==> config.mk <==
export PLATFORM = sky130hd
export DESIGN_NAME = rpc_app_ready_detector_flat
export DESIGN_NICKNAME = d
export VERILOG_FILES = /design/src/rtl/core/rpcard_pkg.sv /design/src/rtl/core/rpcard_if.sv /design/src/rtl/core/rpcard_cfg_regs.sv /design/src/rtl/core/rpcard_parser.sv /design/src/rtl/core/rpc_app_ready_detector.sv /design/src/flat_wrapper.sv
export SDC_FILE = /design/constraint.sdc
export NUM_CORES = 1
export LEC_CHECK = 0
export BUFFER_PORTS_ARGS = -buffer_cell sky130_fd_sc_hd__buf_2
export CORE_MARGIN = 2
export CORE_UTILIZATION = 57
export CTS_BUF_LIST = sky130_fd_sc_hd__clkbuf_16
export DETAILED_ROUTE_END_ITERATION = 10
export PLACE_DENSITY_LB_ADDON = 0.08
export SLEW_MARGIN = 10
export SYNTH_ARGS = -nofsm -noshare
export SYNTH_HDL_FRONTEND = slang
export SYNTH_SLANG_ARGS = --single-unit
==> constraint.sdc <==
create_clock -name clk -period 4.7 [get_ports clk]
set_clock_uncertainty 0.1 [all_clocks]
set_input_delay 0.47 -clock clk [delete_from_list [all_inputs] [get_ports clk]]
set_output_delay 0.47 -clock clk [all_outputs]
set_load 0.005 [all_outputs]
==> src/rtl/core/rpcard_pkg.sv <==
// Shared constants, codes and types of the RPC application-ready detector.
package rpcard_pkg;

  localparam int MaxDatagram = 512;

  // header layout
  localparam int HdrLen     = 80;
  localparam int PosPktType = 1;
  localparam int PosUuidLo  = 8;
  localparam int PosUuidHi  = 24;
  localparam int PosSeqLo   = 64;
  localparam int PosSeqHi   = 68;
  localparam int PosOpHi    = 68;
  localparam int PosOpLo    = 69;

  localparam logic [7:0]  PtRequest  = 8'h00;
  localparam logic [15:0] OpControl  = 16'h0004;
  localparam logic [15:0] RdyBit     = 16'h0002;
  localparam logic [15:0] MinContent = 16'd26;
  localparam logic [15:0] CmdOfs     = 16'd22;
  localparam logic [15:0] BlkHdrLast = 16'd5;
  localparam logic [15:0] WantedTypeReset = 16'h0110;

  // walk phases
  localparam logic [1:0] PhHead    = 2'd0;
  localparam logic [1:0] PhContent = 2'd1;
  localparam logic [1:0] PhPad     = 2'd2;
  localparam logic [1:0] PhDone    = 2'd3;

  // verdict codes
  localparam logic [2:0] VerShort     = 3'd0;
  localparam logic [2:0] VerNotCtrl   = 3'd1;
  localparam logic [2:0] VerWrongObj  = 3'd2;
  localparam logic [2:0] VerNoBlock   = 3'd3;
  localparam logic [2:0] VerBlkShort  = 3'd4;
  localparam logic [2:0] VerNoReady   = 3'd5;
  localparam logic [2:0] VerReady     = 3'd6;

  // register indexes
  localparam logic [1:0] RegUuidHigh   = 2'd0;
  localparam logic [1:0] RegUuidLow    = 2'd1;
  localparam logic [1:0] RegWantedType = 2'd2;

  typedef struct packed {
    logic [63:0] uuid_high;
    logic [63:0] uuid_low;
    logic [15:0] wanted_type;
  } cfg_t;

  typedef struct packed {
    logic [7:0] data_byte;
    logic       last_byte;
  } byte_req_t;

  typedef struct packed {
    logic [2:0]  verdict;
    logic [15:0] ctrl_cmd;
    logic [31:0] seq_num;
  } result_t;

endpackage

==> src/rtl/core/rpcard_if.sv <==
// Valid/ready channel interfaces for datagram bytes and verdicts.
interface rpcard_in_if;
  logic       valid;
  logic       ready;
  logic [7:0] data_byte;
  logic       last_byte;
  modport source(output valid, output data_byte, output last_byte, input ready);
  modport sink(input valid, input data_byte, input last_byte, output ready);
endinterface

interface rpcard_out_if;
  logic        valid;
  logic        ready;
  logic [2:0]  verdict;
  logic [15:0] ctrl_cmd;
  logic [31:0] seq_num;
  modport source(output valid, output verdict, output ctrl_cmd,
                 output seq_num, input ready);
  modport sink(input valid, input verdict, input ctrl_cmd,
               input seq_num, output ready);
endinterface

==> src/rtl/core/rpcard_cfg_regs.sv <==
// APB-style configuration registers: AR UUID and wanted block type.
module rpcard_cfg_regs (
  input  logic               clk,
  input  logic               rst_n,
  input  logic               psel,
  input  logic               penable,
  input  logic               pwrite,
  input  logic [4:0]         paddr,
  input  logic [63:0]        pwdata,
  output logic [63:0]        prdata,
  output logic               pready,
  output rpcard_pkg::cfg_t   cfg
);

  logic [63:0] uuid_high_r;
  logic [63:0] uuid_low_r;
  logic [15:0] wanted_type_r;
  logic        wr_en;
  logic [1:0]  reg_idx;

  assign pready  = 1'b1;
  assign reg_idx = paddr[4:3];
  assign wr_en   = psel && penable && pwrite;

  always_ff @(posedge clk) begin
    if (!rst_n) begin
      uuid_high_r   <= '0;
      uuid_low_r    <= '0;
      wanted_type_r <= rpcard_pkg::WantedTypeReset;
    end else if (wr_en) begin
      case (reg_idx)
        rpcard_pkg::RegUuidHigh:   uuid_high_r   <= pwdata;
        rpcard_pkg::RegUuidLow:    uuid_low_r    <= pwdata;
        rpcard_pkg::RegWantedType: wanted_type_r <= pwdata[15:0];
        default: ;
      endcase
    end
  end

  always_comb begin
    case (reg_idx)
      rpcard_pkg::RegUuidHigh:   prdata = uuid_high_r;
      rpcard_pkg::RegUuidLow:    prdata = uuid_low_r;
      rpcard_pkg::RegWantedType: prdata = {48'd0, wanted_type_r};
      default:                   prdata = '0;
    endcase
  end

  assign cfg.uuid_high   = uuid_high_r;
  assign cfg.uuid_low    = uuid_low_r;
  assign cfg.wanted_type = wanted_type_r;

endmodule

==> src/rtl/core/rpcard_parser.sv <==
// Per-byte header check and block walk; gives the verdict on the last byte.
module rpcard_parser #(
  parameter int MAX_DATAGRAM = rpcard_pkg::MaxDatagram
) (
  input  logic                  clk,
  input  logic                  rst_n,
  input  rpcard_pkg::cfg_t      cfg,
  input  logic                  step,
  input  rpcard_pkg::byte_req_t req,
  output rpcard_pkg::result_t   res
);

  localparam int PosW = $clog2(MAX_DATAGRAM + 1);

  logic [PosW-1:0] pos_r, pos_nxt;
  logic [7:0]      ptype_r, ptype_nxt;
  logic [15:0]     op_r, op_nxt;
  logic            obj_ok_r, obj_ok_nxt;
  logic [31:0]     seq_r, seq_nxt;
  logic [1:0]      phase_r, phase_nxt;
  logic [15:0]     wcnt_r, wcnt_nxt;
  logic [15:0]     kind_r, kind_nxt;
  logic [15:0]     size_r, size_nxt;
  logic            over_r, over_nxt;
  logic            matched_r, matched_nxt;
  logic [15:0]     mlen_r, mlen_nxt;
  logic [15:0]     cmd_r, cmd_nxt;

  logic [7:0]   b;
  logic [127:0] uuid;
  logic [3:0]   uidx;
  logic [7:0]   uuid_byte;
  logic [15:0]  wcnt_inc;
  logic [15:0]  size_adj;

  assign b         = req.data_byte;
  assign uuid      = {cfg.uuid_high, cfg.uuid_low};
  assign uidx      = 4'(pos_r - PosW'(rpcard_pkg::PosUuidLo));
  // byte 0 of the UUID sits in the top bits
  assign uuid_byte = uuid[{~uidx, 3'b000} +: 8];
  assign wcnt_inc  = wcnt_r + 16'd1;
  assign size_adj  = (size_r >= 16'd2) ? size_r - 16'd2 : 16'd0;

  always_comb begin
    pos_nxt     = pos_r;
    ptype_nxt   = ptype_r;
    op_nxt      = op_r;
    obj_ok_nxt  = obj_ok_r;
    seq_nxt     = seq_r;
    phase_nxt   = phase_r;
    wcnt_nxt    = wcnt_r;
    kind_nxt    = kind_r;
    size_nxt    = size_r;
    over_nxt    = over_r;
    matched_nxt = matched_r;
    mlen_nxt    = mlen_r;
    cmd_nxt     = cmd_r;
    res         = '0;

    if (step && (pos_r < PosW'(MAX_DATAGRAM))) begin
      pos_nxt = pos_r + PosW'(1);
      if (pos_r == PosW'(rpcard_pkg::PosPktType)) begin
        ptype_nxt = b;
      end else if (pos_r >= PosW'(rpcard_pkg::PosUuidLo) &&
                   pos_r <  PosW'(rpcard_pkg::PosUuidHi)) begin
        if (uuid_byte != b) obj_ok_nxt = 1'b0;
      end else if (pos_r >= PosW'(rpcard_pkg::PosSeqLo) &&
                   pos_r <  PosW'(rpcard_pkg::PosSeqHi)) begin
        seq_nxt = {seq_r[23:0], b};
      end else if (pos_r == PosW'(rpcard_pkg::PosOpHi) ||
                   pos_r == PosW'(rpcard_pkg::PosOpLo)) begin
        op_nxt = {op_r[7:0], b};
      end else if (pos_r >= PosW'(rpcard_pkg::HdrLen)) begin
        case (phase_r)
          rpcard_pkg::PhHead: begin
            case (wcnt_r)
              16'd0:   kind_nxt = {b, 8'h00};
              16'd1:   kind_nxt = {kind_r[15:8], b};
              16'd2:   size_nxt = {b, 8'h00};
              16'd3:   size_nxt = {size_r[15:8], b};
              default: ;
            endcase
            if (wcnt_r == rpcard_pkg::BlkHdrLast) begin
              size_nxt = size_adj;
              wcnt_nxt = 16'd0;
              if (kind_r == cfg.wanted_type) begin
                over_nxt = 1'b1;
                mlen_nxt = size_adj;
                cmd_nxt  = 16'd0;
                if (size_adj == 16'd0) begin
                  matched_nxt = 1'b1;
                  phase_nxt   = rpcard_pkg::PhDone;
                end else begin
                  phase_nxt = rpcard_pkg::PhContent;
                end
              end else begin
                phase_nxt = (size_adj == 16'd0) ? rpcard_pkg::PhHead
                                                : rpcard_pkg::PhContent;
              end
            end else begin
              wcnt_nxt = wcnt_inc;
            end
          end
          rpcard_pkg::PhContent: begin
            if (over_r) begin
              if (wcnt_r == rpcard_pkg::CmdOfs) cmd_nxt = {b, 8'h00};
              else if (wcnt_r == rpcard_pkg::CmdOfs + 16'd1) cmd_nxt = {cmd_r[15:8], b};
            end
            wcnt_nxt = wcnt_inc;
            if (wcnt_inc == size_r) begin
              wcnt_nxt = 16'd0;
              if (over_r) begin
                matched_nxt = 1'b1;
                phase_nxt   = rpcard_pkg::PhDone;
              end else begin
                phase_nxt = size_r[0] ? rpcard_pkg::PhPad : rpcard_pkg::PhHead;
              end
            end
          end
          rpcard_pkg::PhPad: begin
            phase_nxt = rpcard_pkg::PhHead;
            wcnt_nxt  = 16'd0;
          end
          default: ;
        endcase
      end
    end

    if (step && req.last_byte) begin
      res.seq_num = seq_nxt;
      if (pos_nxt < PosW'(rpcard_pkg::HdrLen)) begin
        res.verdict = rpcard_pkg::VerShort;
        res.seq_num = 32'd0;
      end else if (ptype_nxt != rpcard_pkg::PtRequest || op_nxt != rpcard_pkg::OpControl) begin
        res.verdict = rpcard_pkg::VerNotCtrl;
      end else if (!obj_ok_nxt) begin
        res.verdict = rpcard_pkg::VerWrongObj;
      end else if (!matched_nxt) begin
        res.verdict = rpcard_pkg::VerNoBlock;
      end else if (mlen_nxt < rpcard_pkg::MinContent) begin
        res.verdict = rpcard_pkg::VerBlkShort;
      end else begin
        res.ctrl_cmd = cmd_nxt;
        res.verdict = ((cmd_nxt & rpcard_pkg::RdyBit) != 16'd0) ? rpcard_pkg::VerReady
                                                                 : rpcard_pkg::VerNoReady;
      end
      // datagram done: back to the idle values
      pos_nxt     = '0;
      ptype_nxt   = '0;
      op_nxt      = '0;
      obj_ok_nxt  = 1'b1;
      seq_nxt     = '0;
      phase_nxt   = rpcard_pkg::PhHead;
      wcnt_nxt    = '0;
      kind_nxt    = '0;
      size_nxt    = '0;
      over_nxt    = 1'b0;
      matched_nxt = 1'b0;
      mlen_nxt    = '0;
      cmd_nxt     = '0;
    end
  end

  always_ff @(posedge clk) begin
    if (!rst_n) begin
      pos_r     <= '0;
      ptype_r   <= '0;
      op_r      <= '0;
      obj_ok_r  <= 1'b1;
      seq_r     <= '0;
      phase_r   <= rpcard_pkg::PhHead;
      wcnt_r    <= '0;
      kind_r    <= '0;
      size_r    <= '0;
      over_r    <= 1'b0;
      matched_r <= 1'b0;
      mlen_r    <= '0;
      cmd_r     <= '0;
    end else begin
      pos_r     <= pos_nxt;
      ptype_r   <= ptype_nxt;
      op_r      <= op_nxt;
      obj_ok_r  <= obj_ok_nxt;
      seq_r     <= seq_nxt;
      phase_r   <= phase_nxt;
      wcnt_r    <= wcnt_nxt;
      kind_r    <= kind_nxt;
      size_r    <= size_nxt;
      over_r    <= over_nxt;
      matched_r <= matched_nxt;
      mlen_r    <= mlen_nxt;
      cmd_r     <= cmd_nxt;
    end
  end

endmodule

==> src/rtl/core/rpc_app_ready_detector.sv <==
// Streams one datagram byte per cycle and reports whether it is an IODControl
// request for the configured AR that signals application ready. A byte is
// taken while the input register is free or advancing: it goes into the input
// register, the parser updates its header and block-walk state from it when
// that register advances, and on the last byte the verdict enters the output
// register at that advance. The sustained rate is one byte per cycle, set by
// the parser state update; only a verdict still waiting at the output holds a
// last byte back. Bytes beyond MAX_DATAGRAM are dropped, and no clearing pass
// is needed after reset.
module rpc_app_ready_detector #(
  parameter int MAX_DATAGRAM = rpcard_pkg::MaxDatagram
) (
  input  logic          clk,
  input  logic          rst_n,
  rpcard_in_if.sink     in_chan,
  rpcard_out_if.source  out_chan,
  input  logic          psel,
  input  logic          penable,
  input  logic          pwrite,
  input  logic [4:0]    paddr,
  input  logic [63:0]   pwdata,
  output logic [63:0]   prdata,
  output logic          pready
);

  rpcard_pkg::cfg_t      cfg;
  rpcard_pkg::byte_req_t in_req_r;
  rpcard_pkg::result_t   res;
  rpcard_pkg::result_t   out_res_r;
  logic                  in_valid_r;
  logic                  out_valid_r;
  logic                  advance;
  logic                  in_take;

  rpcard_cfg_regs u_cfg (
    .clk     (clk),
    .rst_n   (rst_n),
    .psel    (psel),
    .penable (penable),
    .pwrite  (pwrite),
    .paddr   (paddr),
    .pwdata  (pwdata),
    .prdata  (prdata),
    .pready  (pready),
    .cfg     (cfg)
  );

  rpcard_parser #(.MAX_DATAGRAM(MAX_DATAGRAM)) u_parser (
    .clk   (clk),
    .rst_n (rst_n),
    .cfg   (cfg),
    .step  (advance),
    .req   (in_req_r),
    .res   (res)
  );

  // a non-final byte never produces a result, so only a last byte waits
  assign advance        = in_valid_r && (!in_req_r.last_byte || !out_valid_r || out_chan.ready);
  assign in_chan.ready  = !in_valid_r || advance;
  assign in_take        = in_chan.valid && in_chan.ready;

  always_ff @(posedge clk) begin
    if (!rst_n) begin
      in_valid_r <= 1'b0;
    end else if (in_chan.ready) begin
      in_valid_r <= in_chan.valid;
    end
  end

  always_ff @(posedge clk) begin
    if (in_take) begin
      in_req_r.data_byte <= in_chan.data_byte;
      in_req_r.last_byte <= in_chan.last_byte;
    end
  end

  always_ff @(posedge clk) begin
    if (!rst_n) begin
      out_valid_r <= 1'b0;
    end else if (advance && in_req_r.last_byte) begin
      out_valid_r <= 1'b1;
    end else if (out_chan.ready) begin
      out_valid_r <= 1'b0;
    end
  end

  always_ff @(posedge clk) begin
    if (advance && in_req_r.last_byte) begin
      out_res_r <= res;
    end
  end

  assign out_chan.valid    = out_valid_r;
  assign out_chan.verdict  = out_res_r.verdict;
  assign out_chan.ctrl_cmd = out_res_r.ctrl_cmd;
  assign out_chan.seq_num  = out_res_r.seq_num;

endmodule

==> src/flat_wrapper.sv <==
// flat-port wrapper written by rule: the top's interface ports become plain ports
module rpc_app_ready_detector_flat 
#(
  parameter int MAX_DATAGRAM = rpcard_pkg::MaxDatagram
)
  (clk, rst_n, psel, penable, pwrite, paddr, pwdata, prdata, pready, in_chan_valid, in_chan_data_byte, in_chan_last_byte, in_chan_ready, out_chan_valid, out_chan_verdict, out_chan_ctrl_cmd, out_chan_seq_num, out_chan_ready);
  rpcard_in_if in_chan_i ();
  rpcard_out_if out_chan_i ();
  input  logic clk;
  input  logic rst_n;
  input  logic psel;
  input  logic penable;
  input  logic pwrite;
  input  logic [4:0] paddr;
  input  logic [63:0] pwdata;
  output logic [63:0] prdata;
  output logic pready;
  input wire logic [$bits(in_chan_i.valid)-1:0] in_chan_valid;
  input wire logic [$bits(in_chan_i.data_byte)-1:0] in_chan_data_byte;
  input wire logic [$bits(in_chan_i.last_byte)-1:0] in_chan_last_byte;
  output wire logic [$bits(in_chan_i.ready)-1:0] in_chan_ready;
  output wire logic [$bits(out_chan_i.valid)-1:0] out_chan_valid;
  output wire logic [$bits(out_chan_i.verdict)-1:0] out_chan_verdict;
  output wire logic [$bits(out_chan_i.ctrl_cmd)-1:0] out_chan_ctrl_cmd;
  output wire logic [$bits(out_chan_i.seq_num)-1:0] out_chan_seq_num;
  input wire logic [$bits(out_chan_i.ready)-1:0] out_chan_ready;
  assign in_chan_i.valid = in_chan_valid;
  assign in_chan_i.data_byte = in_chan_data_byte;
  assign in_chan_i.last_byte = in_chan_last_byte;
  assign in_chan_ready = in_chan_i.ready;
  assign out_chan_valid = out_chan_i.valid;
  assign out_chan_verdict = out_chan_i.verdict;
  assign out_chan_ctrl_cmd = out_chan_i.ctrl_cmd;
  assign out_chan_seq_num = out_chan_i.seq_num;
  assign out_chan_i.ready = out_chan_ready;
  rpc_app_ready_detector #(.MAX_DATAGRAM(MAX_DATAGRAM)) u_core (.clk(clk), .rst_n(rst_n), .in_chan(in_chan_i), .out_chan(out_chan_i), .psel(psel), .penable(penable), .pwrite(pwrite), .paddr(paddr), .pwdata(pwdata), .prdata(prdata), .pready(pready));
endmodule
==> metrics.txt, run 1 <==
maximum clock frequency 239 MHz; first-pass GRT wire length 81.1 mm; Via Count 15,700; Worst Path Arrival 4420 ps; vias in the first global route 14,600; internal reg-to-reg setup slack 510 ps; crit path time final 4190 ps; DIE HEIGHT 181 um; Hold WC Path Type in -> reg; Tot GR Track Use 30.7%; Final ANT Viol Nets 0; max-cap violations 0; Finished Core Util 65.7%; Root Buffer clkbuf_16; WL per Instance 19.7 um; Worst setup SP type register; delay-heaviest family, CP simple AND/OR/NAND/NOR gates; Vias per Instance 5.98; Cell variety after synth 78; Final Setup Violations 0; Post-synth EDFFs 60; row cnt 64; H-tree depth 2; CP Class reg -> reg; worst hold endpoint u_core.in_req_r[2]; min-delay src in_chan_data_byte[1]; Synth Instances 2,076; unrepaired setup endpoints after global routing no; pwr/cell area 318 mW/mm2; post-detail-place hpwl 35.1 mm; count of final hold-check violations 0; RePlAce Congestion 0.931; layout cell share with drive strength beyond 1 15.2%; post-CTS sizing 0; Crit-path slowest cell a211o_1; peak supply drop 267 uV; io pins 203; crit-path max cell delay 650 ps; Crit path buffers/inverters 1; Synth Cell Area 0.0178 mm2; CP required 4930 ps; Final Cycle Share 89.2%; Yosys reg bits 356; CTS Buf Count 39; CTS tree done; Setup Slack @ Placement 611 ps; DRC viols 0; Slew Limit Headroom 20.5%; Layout area overhead 13.3%; CP max FO 17; reg2reg path depth 10; highest-count cells in the layout ignoring fill and taps 421 x nand2_1, 294 x dfxtp_1, 235 x nor2_1; Setup WS post-layout 510 ps; Sink Count 356; Die Wd 181 um; worst r2r src u_core.u_parser.size_r[1]; pin count of the biggest net entering global routing 100; Worst Tran Pin Value 1190 ps; Initial Utilization 58.0%; Final #Nets 2,290; ys async rst share 0%; DRT Pass-1 Iters 8; worst r2r dst u_core.out_chan.ctrl_cmd[6]; Main synth FF type dfxtp_1; clock latency at the later pin of the worst-skew pair 550 ps; average size of a mapped cell 8.56 um2; diodes inserted 0; Remaining Overflow, GRT 0; initial antenna violation count 3; Port Buffers 198; status complete, no violations; most common library cell in the layout ignoring fill and taps nand2_1; synthesized net count 2,172; die area 0.0326 mm2; DR iter-0 viols 1,394; Setup crit end kind register; fin. max-slew vios 0; Clock Pin Slew Worst Setup and Hold Paths 60 ps; Core Region 0.0307 mm2; P_leak 7.36 nW; hold path depth 1; final wirelength 51.6 mm; Ys Warns 0; setup_tns 0 ps; post-synthesis sequential area ratio 43.5%; crit-path cells inv_1 -> ha_1 -> or3b_2 -> nor4_1 -> xnor2_1 -> nand4_1 -> a2111oi_2 -> a211oi_2 -> a211o_1 -> nor4b_1; clock tree buffer depth 3
==> sequential cells by signal, summed over array words and instances, names as in the netlist, 3 cells and up <==
name,flops
u_core.out_chan.verdict,3
u_core.out_chan.seq_num,32
u_core.u_parser.pos_r,10
u_core.out_chan.ctrl_cmd,16
u_core.u_parser.mlen_r,15
u_core.u_parser.wcnt_r,16
u_core.u_cfg.uuid_high_r,64
u_core.u_cfg.uuid_low_r,64
u_core.u_parser.size_r,16
u_core.u_parser.kind_r,16
u_core.u_parser.seq_r,32
u_core.in_req_r,9
u_core.u_cfg.wanted_type_r,16
u_core.u_parser.op_r,16
u_core.u_parser.ptype_r,8
u_core.u_parser.cmd_r,16
==> layer usage <==
metal	wire (um)	part of all wire (%)	track usage (%)
met1	22000	43	41.8
met2	24000	46	49.4
met3	3480	6.8	4.16
met4	2120	4.1	12.6
met5	40	0.078	0
==> logic make-up (layout without fill, tap and decap cells) <==
kind of cell | after synthesis | count (layout) | synth area share, %
other | 1 | 1 | 0.0211
and+or+nand+nor | 877 | 877 | 22.3
adders and majority gates | 11 | 11 | 0.774
buffers and inverters | 180 | 328 | 4.20
muxes | 184 | 184 | 10.8
AOI/OAI and AO/OA | 413 | 413 | 15.7
xor gates and xnor gates | 54 | 54 | 2.66
DFF | 356 | 356 | 43.5
==> Yosys cell counts, types with 4 or more instances <==
cell	n	area, um2
nand2_1	421	1580
dfxtp_1	296	5930
nor2_1	236	886
mux2i_1	160	1600
a21boi_0	144	1080
clkbuf_1	120	450
a21oi_1	87	435
edfxtp_1	60	1800
o21ai_0	60	300
nand3_1	35	175
nor3_1	34	170
xor2_1	32	280
a22oi_1	28	210
nor4_1	23	144
o22ai_1	23	144
xnor2_1	22	193
inv_1	19	71.3
mux2_2	19	214
buf_2	18	90.1
nand4_1	18	113
or3_1	17	106
buf_1	16	60.1
nor2b_1	16	100
and3_1	13	81.3
ha_1	11	138
nand2b_1	11	68.8
a221oi_1	9	78.8
nor4b_1	9	78.8
a211oi_1	8	60.1
and2_1	7	43.8
nor4b_4	7	166
nand3b_1	6	45.0
a32oi_1	5	43.8
mux4_2	5	113
o31a_1	5	43.8
or2_2	5	31.3
nand4b_1	4	35.0
o211ai_1	4	30.0
or4_1	4	30.0
==> metrics by stage <==
step	instances	total power, mW	instance area, um2	hold slack [ps]
3_5_place_dp	2543	3.58	18900	345
4_1_cts	2620	6.44	20100	35.8
3_3_place_gp	2543	3.57	18900	339
6_report	2620	6.41	20100	60.5
5_1_grt	2620	6.60	20100	41.9
2_1_floorplan	2076	3.43	17800	332
==> power breakdown <==
group | internal, mW | switching, mW | leakage, nW
clock | 1.61 | 1.28 | 0.623
combinational | 0.133 | 0.210 | 3.85
sequential | 3.14 | 0.0431 | 2.88
==> worst max path at each step <==
stage / startpoint / to / slack, ps / cells after the start
6_report: u_core.u_parser.size_r[1] / u_core.out_chan.ctrl_cmd[6] / 510 / 10
3_5_place_dp: u_core.u_parser.size_r[1] / u_core.out_chan.ctrl_cmd[6] / 610 / 10
4_1_cts: u_core.u_parser.size_r[1] / u_core.out_chan.ctrl_cmd[6] / 570 / 10
5_1_grt: u_core.u_parser.size_r[1] / u_core.out_chan.ctrl_cmd[6] / 300 / 10
2_1_floorplan: out_chan_ready / u_core.u_parser.wcnt_r[11] / 840 / 7
3_3_place_gp: u_core.u_parser.size_r[1] / u_core.out_chan.ctrl_cmd[8] / 780 / 10
==> layout make-up <==
class                      count  area [um2]
tap                          396         495
clock inverter                31         201
timing repair buffer         238        1310
clock buffer                  40        1000
fill                        2631       10500
inverter                      19        71.3
multi-input combinational   1540        9340
sequential                   356        7730
==> what timing repair did <==
action,in CTS,in global routing
endpoints found under the setup margin,0,0
buffers inserted,0,0
hold buffers,6,0
endpoints found under the hold margin,6,0
Note: power is estimated with default switching activity, not from simulation.
==> run 2, diff against run 1 <==
==> constraint.sdc (replaced) <==
create_clock -name clk -period 5.07 [get_ports clk]
set_clock_uncertainty 0.1 [all_clocks]
set_input_delay 0 -clock clk [delete_from_list [all_inputs] [get_ports clk]]
set_output_delay 0 -clock clk [all_outputs]
set_load 0.005 [all_outputs]
==> run 2 against run 1 <==
  * Sequential power down 6.9%
  * Cell area rose by 3.5%
  * First-iteration DRC count grew 12%
  * Combinational power is essentially flat
  * Sequential share of layout area fell by 1.3 points
  * Flip-flop and latch count unchanged
  * Via count up 1.3%
  * Utilization up 2.3 points
  * Setup slack gained 360 ps
  * Worst hold slack improved by 29 ps
==> metrics.txt, run 2 (synthesis results as in run 1) <==
pwr/cell area 290 mW/mm2 (-9.0%); Crit path buffers/inverters 1 (unchanged); Root Buffer clkbuf_16; Internal Power 4.65 mW (-4.6%); Final ANT Viol Nets 0 (unchanged); Tot GR Track Use 31.3% (+0.57 points); CTS Buf Count 39 (unchanged); Final Cycle Share 82.8% (-6.3 points); DR iter-0 viols 1,568 (+12%); pin count of the biggest net entering global routing 132 (+32%); sequential power share 49.1% (-0.5 points); Final Setup Violations 0 (unchanged); vias in the first global route 14,900 (+2.0%); final wirelength 52.8 mm (+2.3%); CTS tree done; clock power share 45.2% (about the same); Via Count 15,900 (+1.3%); worst r2r src u_core.u_parser.size_r[1]; hold path depth 2 (+1); Hold WC Path Type in -> reg; status complete, no violations; P_leak 7.64 nW (+3.8%); crit-path max cell delay 640 ps (about the same); Die Wd 181 um (unchanged); RePlAce Congestion 0.900 (-3.4%); Vias per Instance 5.92 (-1.0%); max-cap violations 0 (unchanged); worst r2r dst u_core.out_chan.ctrl_cmd[8]; Remaining Overflow, GRT 0 (unchanged); count of final hold-check violations 0 (unchanged); Worst Path Arrival 4420 ps (about the same); unrepaired setup endpoints after global routing no; DRT Pass-1 Iters 6 (-2); Clock Pin Slew Worst Setup and Hold Paths 60 ps (about the same); Port Buffers 198 (unchanged); highest-count cells in the layout ignoring fill and taps 421 x nand2_1, 294 x dfxtp_1, 235 x nor2_1; min-delay src in_chan_data_byte[4]; diodes inserted 0 (unchanged); path length in cells of the critical path 10 (unchanged); switch share 22.9% (-1.0 points); post-CTS sizing 0 (unchanged); CP required 5290 ps (+360 ps); crit-path cells inv_1 -> ha_1 -> or3b_2 -> nor4_1 -> xnor2_1 -> nand4_1 -> a2111oi_2 -> a211oi_2 -> a211o_1 -> nor4b_1; reg2reg path depth 10 (unchanged); die area 0.0326 mm2 (unchanged); clock tree buffer depth 3 (unchanged); most common library cell in the layout ignoring fill and taps nand2_1; Largest regs u_core.u_cfg.uuid_high_r: 64 flops, u_core.u_cfg.uuid_low_r: 64 flops; Net Sw Power 1.38 mW (-9.8%); delay-heaviest family, CP simple AND/OR/NAND/NOR gates; Combinational Power Share 5.7% (+0.4 points); crit path time final 4200 ps (+9.31 ps); DRC viols 0 (unchanged); Sink Count 356 (unchanged); Final Total Pwr 6.04 mW (-5.9%); post-detail-place hpwl 34.7 mm (-0.99%); worst hold endpoint u_core.in_req_r[5]; CP max FO 17 (unchanged); WL per Instance 19.7 um (about the same); Setup crit end kind register; DIE HEIGHT 181 um (unchanged); Initial Utilization 58.0% (unchanged); layout cell share with drive strength beyond 1 14.4% (-0.76 points); H-tree depth 2 (unchanged); initial antenna violation count 0 (-3); Worst setup SP type register; maximum clock frequency 238 MHz (-0.22%); CP Class reg -> reg; row cnt 64 (unchanged); Crit-path slowest cell a211o_1; clock latency at the later pin of the worst-skew pair 540 ps (about the same); peak supply drop 278 uV (+4.1%); first-pass GRT wire length 82.6 mm (+1.8%); setup_tns 0 ps (unchanged); internal reg-to-reg setup slack 870 ps (+360 ps); Layout area overhead 17.3%; io pins 203 (unchanged); Worst Tran Pin Value 1150 ps (-40.1 ps); fin. max-slew vios 0 (unchanged); Core Region 0.0307 mm2 (unchanged); hold slack final 89.7 ps (+29.1 ps); Slew Limit Headroom 23.6% (+3.0 points); Final #Nets 2,354 (+2.8%)
-- run 2: changes by cell type in the layout (fill, tap and decap cells not counted), moves of 2 or more --
cell and change:
clkbuf_16 +2, dlygate4sd3_1 +75, inv_1 -4, inv_6 -2, buf_4 -12
-- run 2: worst register-to-register path: stages, from the launching register on --
cell and delay [ps]:
dfxtp_1 410, inv_1 120, ha_1 240, or3b_2 560
nor4_1 350, xnor2_1 290, nand4_1 270, a2111oi_2 490
a211oi_2 100, a211o_1 640, nor4b_1 410
-- run 2: how the worst max path moves through the flow --
stage                                          from                           to  slack, ps
final                     u_core.u_parser.size_r[1]  u_core.out_chan.ctrl_cmd[8]        870
after detailed placement  u_core.u_parser.size_r[1]  u_core.out_chan.ctrl_cmd[3]        960
after floorplan               u_core.out_chan.valid   u_core.u_parser.wcnt_r[11]       1300
after CTS                 u_core.u_parser.size_r[1]  u_core.out_chan.ctrl_cmd[3]        900
after global routing      u_core.u_parser.size_r[1]  u_core.out_chan.ctrl_cmd[9]        570
after global placement    u_core.u_parser.size_r[1]  u_core.out_chan.ctrl_cmd[3]       1030
-- run 2: timing repair --
| action | in CTS | in global routing |
|---|---|---|
| endpoints found under the hold margin | 164 | 0 |
| buffers inserted | 0 | 0 |
| hold buffers | 81 | 0 |
| endpoints found under the setup margin | 0 | 0 |
-- run 2: stage by stage --
step | area [um2] | cells | util, % | worst slack (ps)
floorplan | 17800 | 2076 | - | 1300
global placement | 18800 | 2532 | 61.3 | 1030
detailed placement | 18800 | 2532 | 61.3 | 958
CTS | 20800 | 2682 | 68.0 | 899
global route | 20800 | 2682 | 68.0 | 572
finish | 20800 | 2682 | 68.0 | 871
-- run 2: power groups by stage --
stage	clock network (mW)	registers (mW)	logic, mW
after global routing	2.87	2.96	0.368
after detailed placement	0	3.02	0.294
after floorplan	0	2.99	0.189
final	2.73	2.96	0.345
after global placement	0	3.02	0.290
after CTS	2.77	2.96	0.340
-- run 2: final cells by class --
class | instances | area, um2
well taps | 396 | 495
clock buffers | 42 | 1050
fillers | 2512 | 9820
clock inverters | 27 | 174
multi-input cells | 1540 | 9340
inverters | 19 | 71.3
repair buffers | 302 | 1990
flip-flops and latches | 356 | 7730
-- run 2: metal layers --
layer / part of all wire, % / global-route usage, % / vias up
met1: 43 / 42.2 / 7505
met3: 7.1 / 4.08 / 128
met4: 3.7 / 11.8 / 0
met5: 0 / 0 / -
met2: 47 / 51.4 / 660
li1: - / - / 7578
==> run 3, diff against run 2 <==
clock period = 4.4 ns   (was 5.07 ns; I/O delays follow)
==> run 3 against run 2 <==
  * Global-route usage increased by 0.061 points
  * Cell area up 1.3%
  * First-iteration DRC count fell by 14%
  * Worst hold slack worse by 11 ps
  * Utilization rose by 0.89 points
  * Register-to-register slack got worse by 520 ps
  * Non-clock buffer count rose by 30
  * Flip-flop and latch count unchanged
  * Fmax increased by 3.6%
  * Total power up 17%
  * Cell count is 1.2% higher
  * Via count increased by 0.78%
  * Critical path type unchanged
  * Critical endpoint is now u_core.out_chan.ctrl_cmd[6]
  * Largest power group unchanged
==> metrics.txt, run 3 (synthesis results as in run 1) <==
Tot GR Track Use 31.4% (+0.061 points); Root Buffer clkbuf_16; unrepaired setup endpoints after global routing no; crit path time final 4050 ps (-146 ps); P_leak 7.79 nW (+2.0%); Worst setup SP type register; diodes inserted 0 (unchanged); Crit path buffers/inverters 1 (unchanged); CP max FO 17 (unchanged); DRC viols 0 (unchanged); status complete, no violations; post-route design area 0.0211 mm2 (+1.3%); maximum clock frequency 247 MHz (+3.6%); Worst Path Arrival 4260 ps (-160 ps); placed cell count 2,553 (+0.83%); pwr/cell area 334 mW/mm2 (+15%); Die Wd 181 um (unchanged); CP required 4610 ps (-680 ps); WL per Instance 19.7 um (about the same); Placed Area 0.0190 mm2 (+0.89%); Final ANT Viol Nets 0 (unchanged); Remaining Overflow, GRT 0 (unchanged); FF/Latch Area 0.00773 mm2 (unchanged); clock latency at the later pin of the worst-skew pair 540 ps (about the same); delay-heaviest family, CP simple AND/OR/NAND/NOR gates; vias in the first global route 15,200 (+1.6%); Final Cycle Share 92.1% (+9.3 points); Final Total Pwr 7.05 mW (+17%); final wirelength 53.4 mm (+1.1%); Via Count 16,000 (+0.78%); first-pass GRT wire length 82.7 mm (+0.12%); CTS tree done; Multi-input gate area 0.00934 mm2 (about the same); Top Usage Layer GRT met2; Final Setup Violations 0 (unchanged); Worst Tran Pin Value 1230 ps (+86.4 ps); die area 0.0326 mm2 (unchanged); CTS Buf Count 38 (-2.6%); met2 Use GR 51.2% (-0.18 points); Sink Count 356 (unchanged); highest-count cells in the layout ignoring fill and taps 421 x nand2_1, 294 x dfxtp_1, 235 x nor2_1; CP Class reg -> reg; Final #Nets 2,383 (+1.2%); Port Buffers 198 (unchanged); Crit-path slowest cell or3b_2; setup_tns 0 ps (unchanged); peak supply drop 287 uV (+3.1%); clock tree buffer depth 3 (unchanged); max-cap violations 0 (unchanged); Layout area overhead 18.8%; post-detail-place hpwl 35.7 mm (+2.7%); DR iter-0 viols 1,347 (-14%); Setup crit end kind register; DIE HEIGHT 181 um (unchanged); initial antenna violation count 0 (unchanged); crit-path cells inv_1 -> ha_1 -> or3b_2 -> nor4_1 -> xnor2_1 -> nand4_1 -> a2111oi_2 -> a211oi_2 -> a211o_2 -> nor4b_1; DRT Pass-1 Iters 5 (-1); Slew Limit Headroom 17.4% (-6.1 points); layout cell share with drive strength beyond 1 15.3% (+0.84 points); Clock Pin Slew Worst Setup and Hold Paths 60 ps (about the same); met3 usage 5.11% (+1.0 points); crit-path max cell delay 560 ps (-80 ps); most common library cell in the layout ignoring fill and taps nand2_1; io pins 203 (unchanged); Initial Utilization 58.0% (unchanged); row cnt 64 (unchanged); count of final hold-check violations 0 (unchanged); H-tree depth 2 (unchanged); Fillers 2,424 (-3.5%); Largest regs u_core.u_cfg.uuid_high_r: 64 flops, u_core.u_cfg.uuid_low_r: 64 flops; pin count of the biggest net entering global routing 100 (-24%); Core Region 0.0307 mm2 (unchanged); final cell count without fillers 2,713 (+1.2%); fin. max-slew vios 0 (unchanged); met1 GRT Util 41.7% (-0.54 points); Vias per Instance 5.90 (-0.37%); RePlAce Congestion 0.912 (+1.4%); postcts setup bufs 0 (unchanged); Hold WC Path Type in -> reg
[run 3: cell types whose count changed in the layout (fill, tap and decap cells not counted), sizes merged]
cell / delta
inv: +1
bufinv: +3
clkinv: +2
buf: +21
dlygate4sd3: +9
clkinvlp: -1
clkbuf: -4
[run 3: cell type report]
class                   instances  area share [%]
repair buffers                332            10.7
well taps                     396            2.35
clock buffers                  38            4.50
clock inverters                32            1.37
inverters                      19           0.338
flip-flops and latches        356            36.6
multi-input cells            1540            44.2
[run 3: routing by layer]
layer	share of wire, %	vias up
li1	-	7646
met1	43	7582
met2	47	642
met3	6.5	125
met4	3.9	0
met5	0	-
[run 3: path summary, 6_finish.rpt]
| kind | slack, ps | startpoint | cells past startpoint | endpoint |
|---|---|---|---|---|
| hold reg to reg | 350 | u_core.u_parser.op_r[8] | 2 | u_core.u_parser.op_r[8] |
| hold / removal | 80 | in_chan_data_byte[3] | 2 | u_core.in_req_r[4] |
| setup / recovery | 350 | u_core.u_parser.size_r[1] | 10 | u_core.out_chan.ctrl_cmd[6] |
| setup reg to reg | 350 | u_core.u_parser.size_r[1] | 10 | u_core.out_chan.ctrl_cmd[6] |
[run 3: stage by stage]
| stage | utilization (%) | hold slack [ps] | worst slack [ps] |
|---|---|---|---|
| 2_1_floorplan | - | -1.13 | 626 |
| 3_5_place_dp | 61.9 | 78.3 | 281 |
| 6_report | 68.9 | 78.4 | 347 |
| 4_1_cts | 68.9 | 64.9 | 260 |
| 5_1_grt | 68.9 | 71.3 | 150 |
| 3_3_place_gp | 61.9 | 76.0 | 450 |
[run 3: timing repair]
action | CTS | global route
hold endpoints to repair | 164 | 0
resized for setup | 0 | 1
endpoints found under the setup margin | 0 | 2
hold buffers | 90 | 0
[run 3: worst register-to-register path, stage by stage (launching register included)]
cell	delay (ps)
dfxtp_1	410
inv_1	130
ha_1	240
or3b_2	560
nor4_1	360
xnor2_1	270
nand4_1	200
a2111oi_2	460
a211oi_2	130
a211o_2	550
nor4b_1	430
[run 3: power by group]
part           total (mW)  switching [mW]  leakage, nW  internal, mW
clock network        3.23            1.35        0.631          1.88
logic               0.436           0.245         4.28         0.191
registers            3.39          0.0374         2.88          3.35
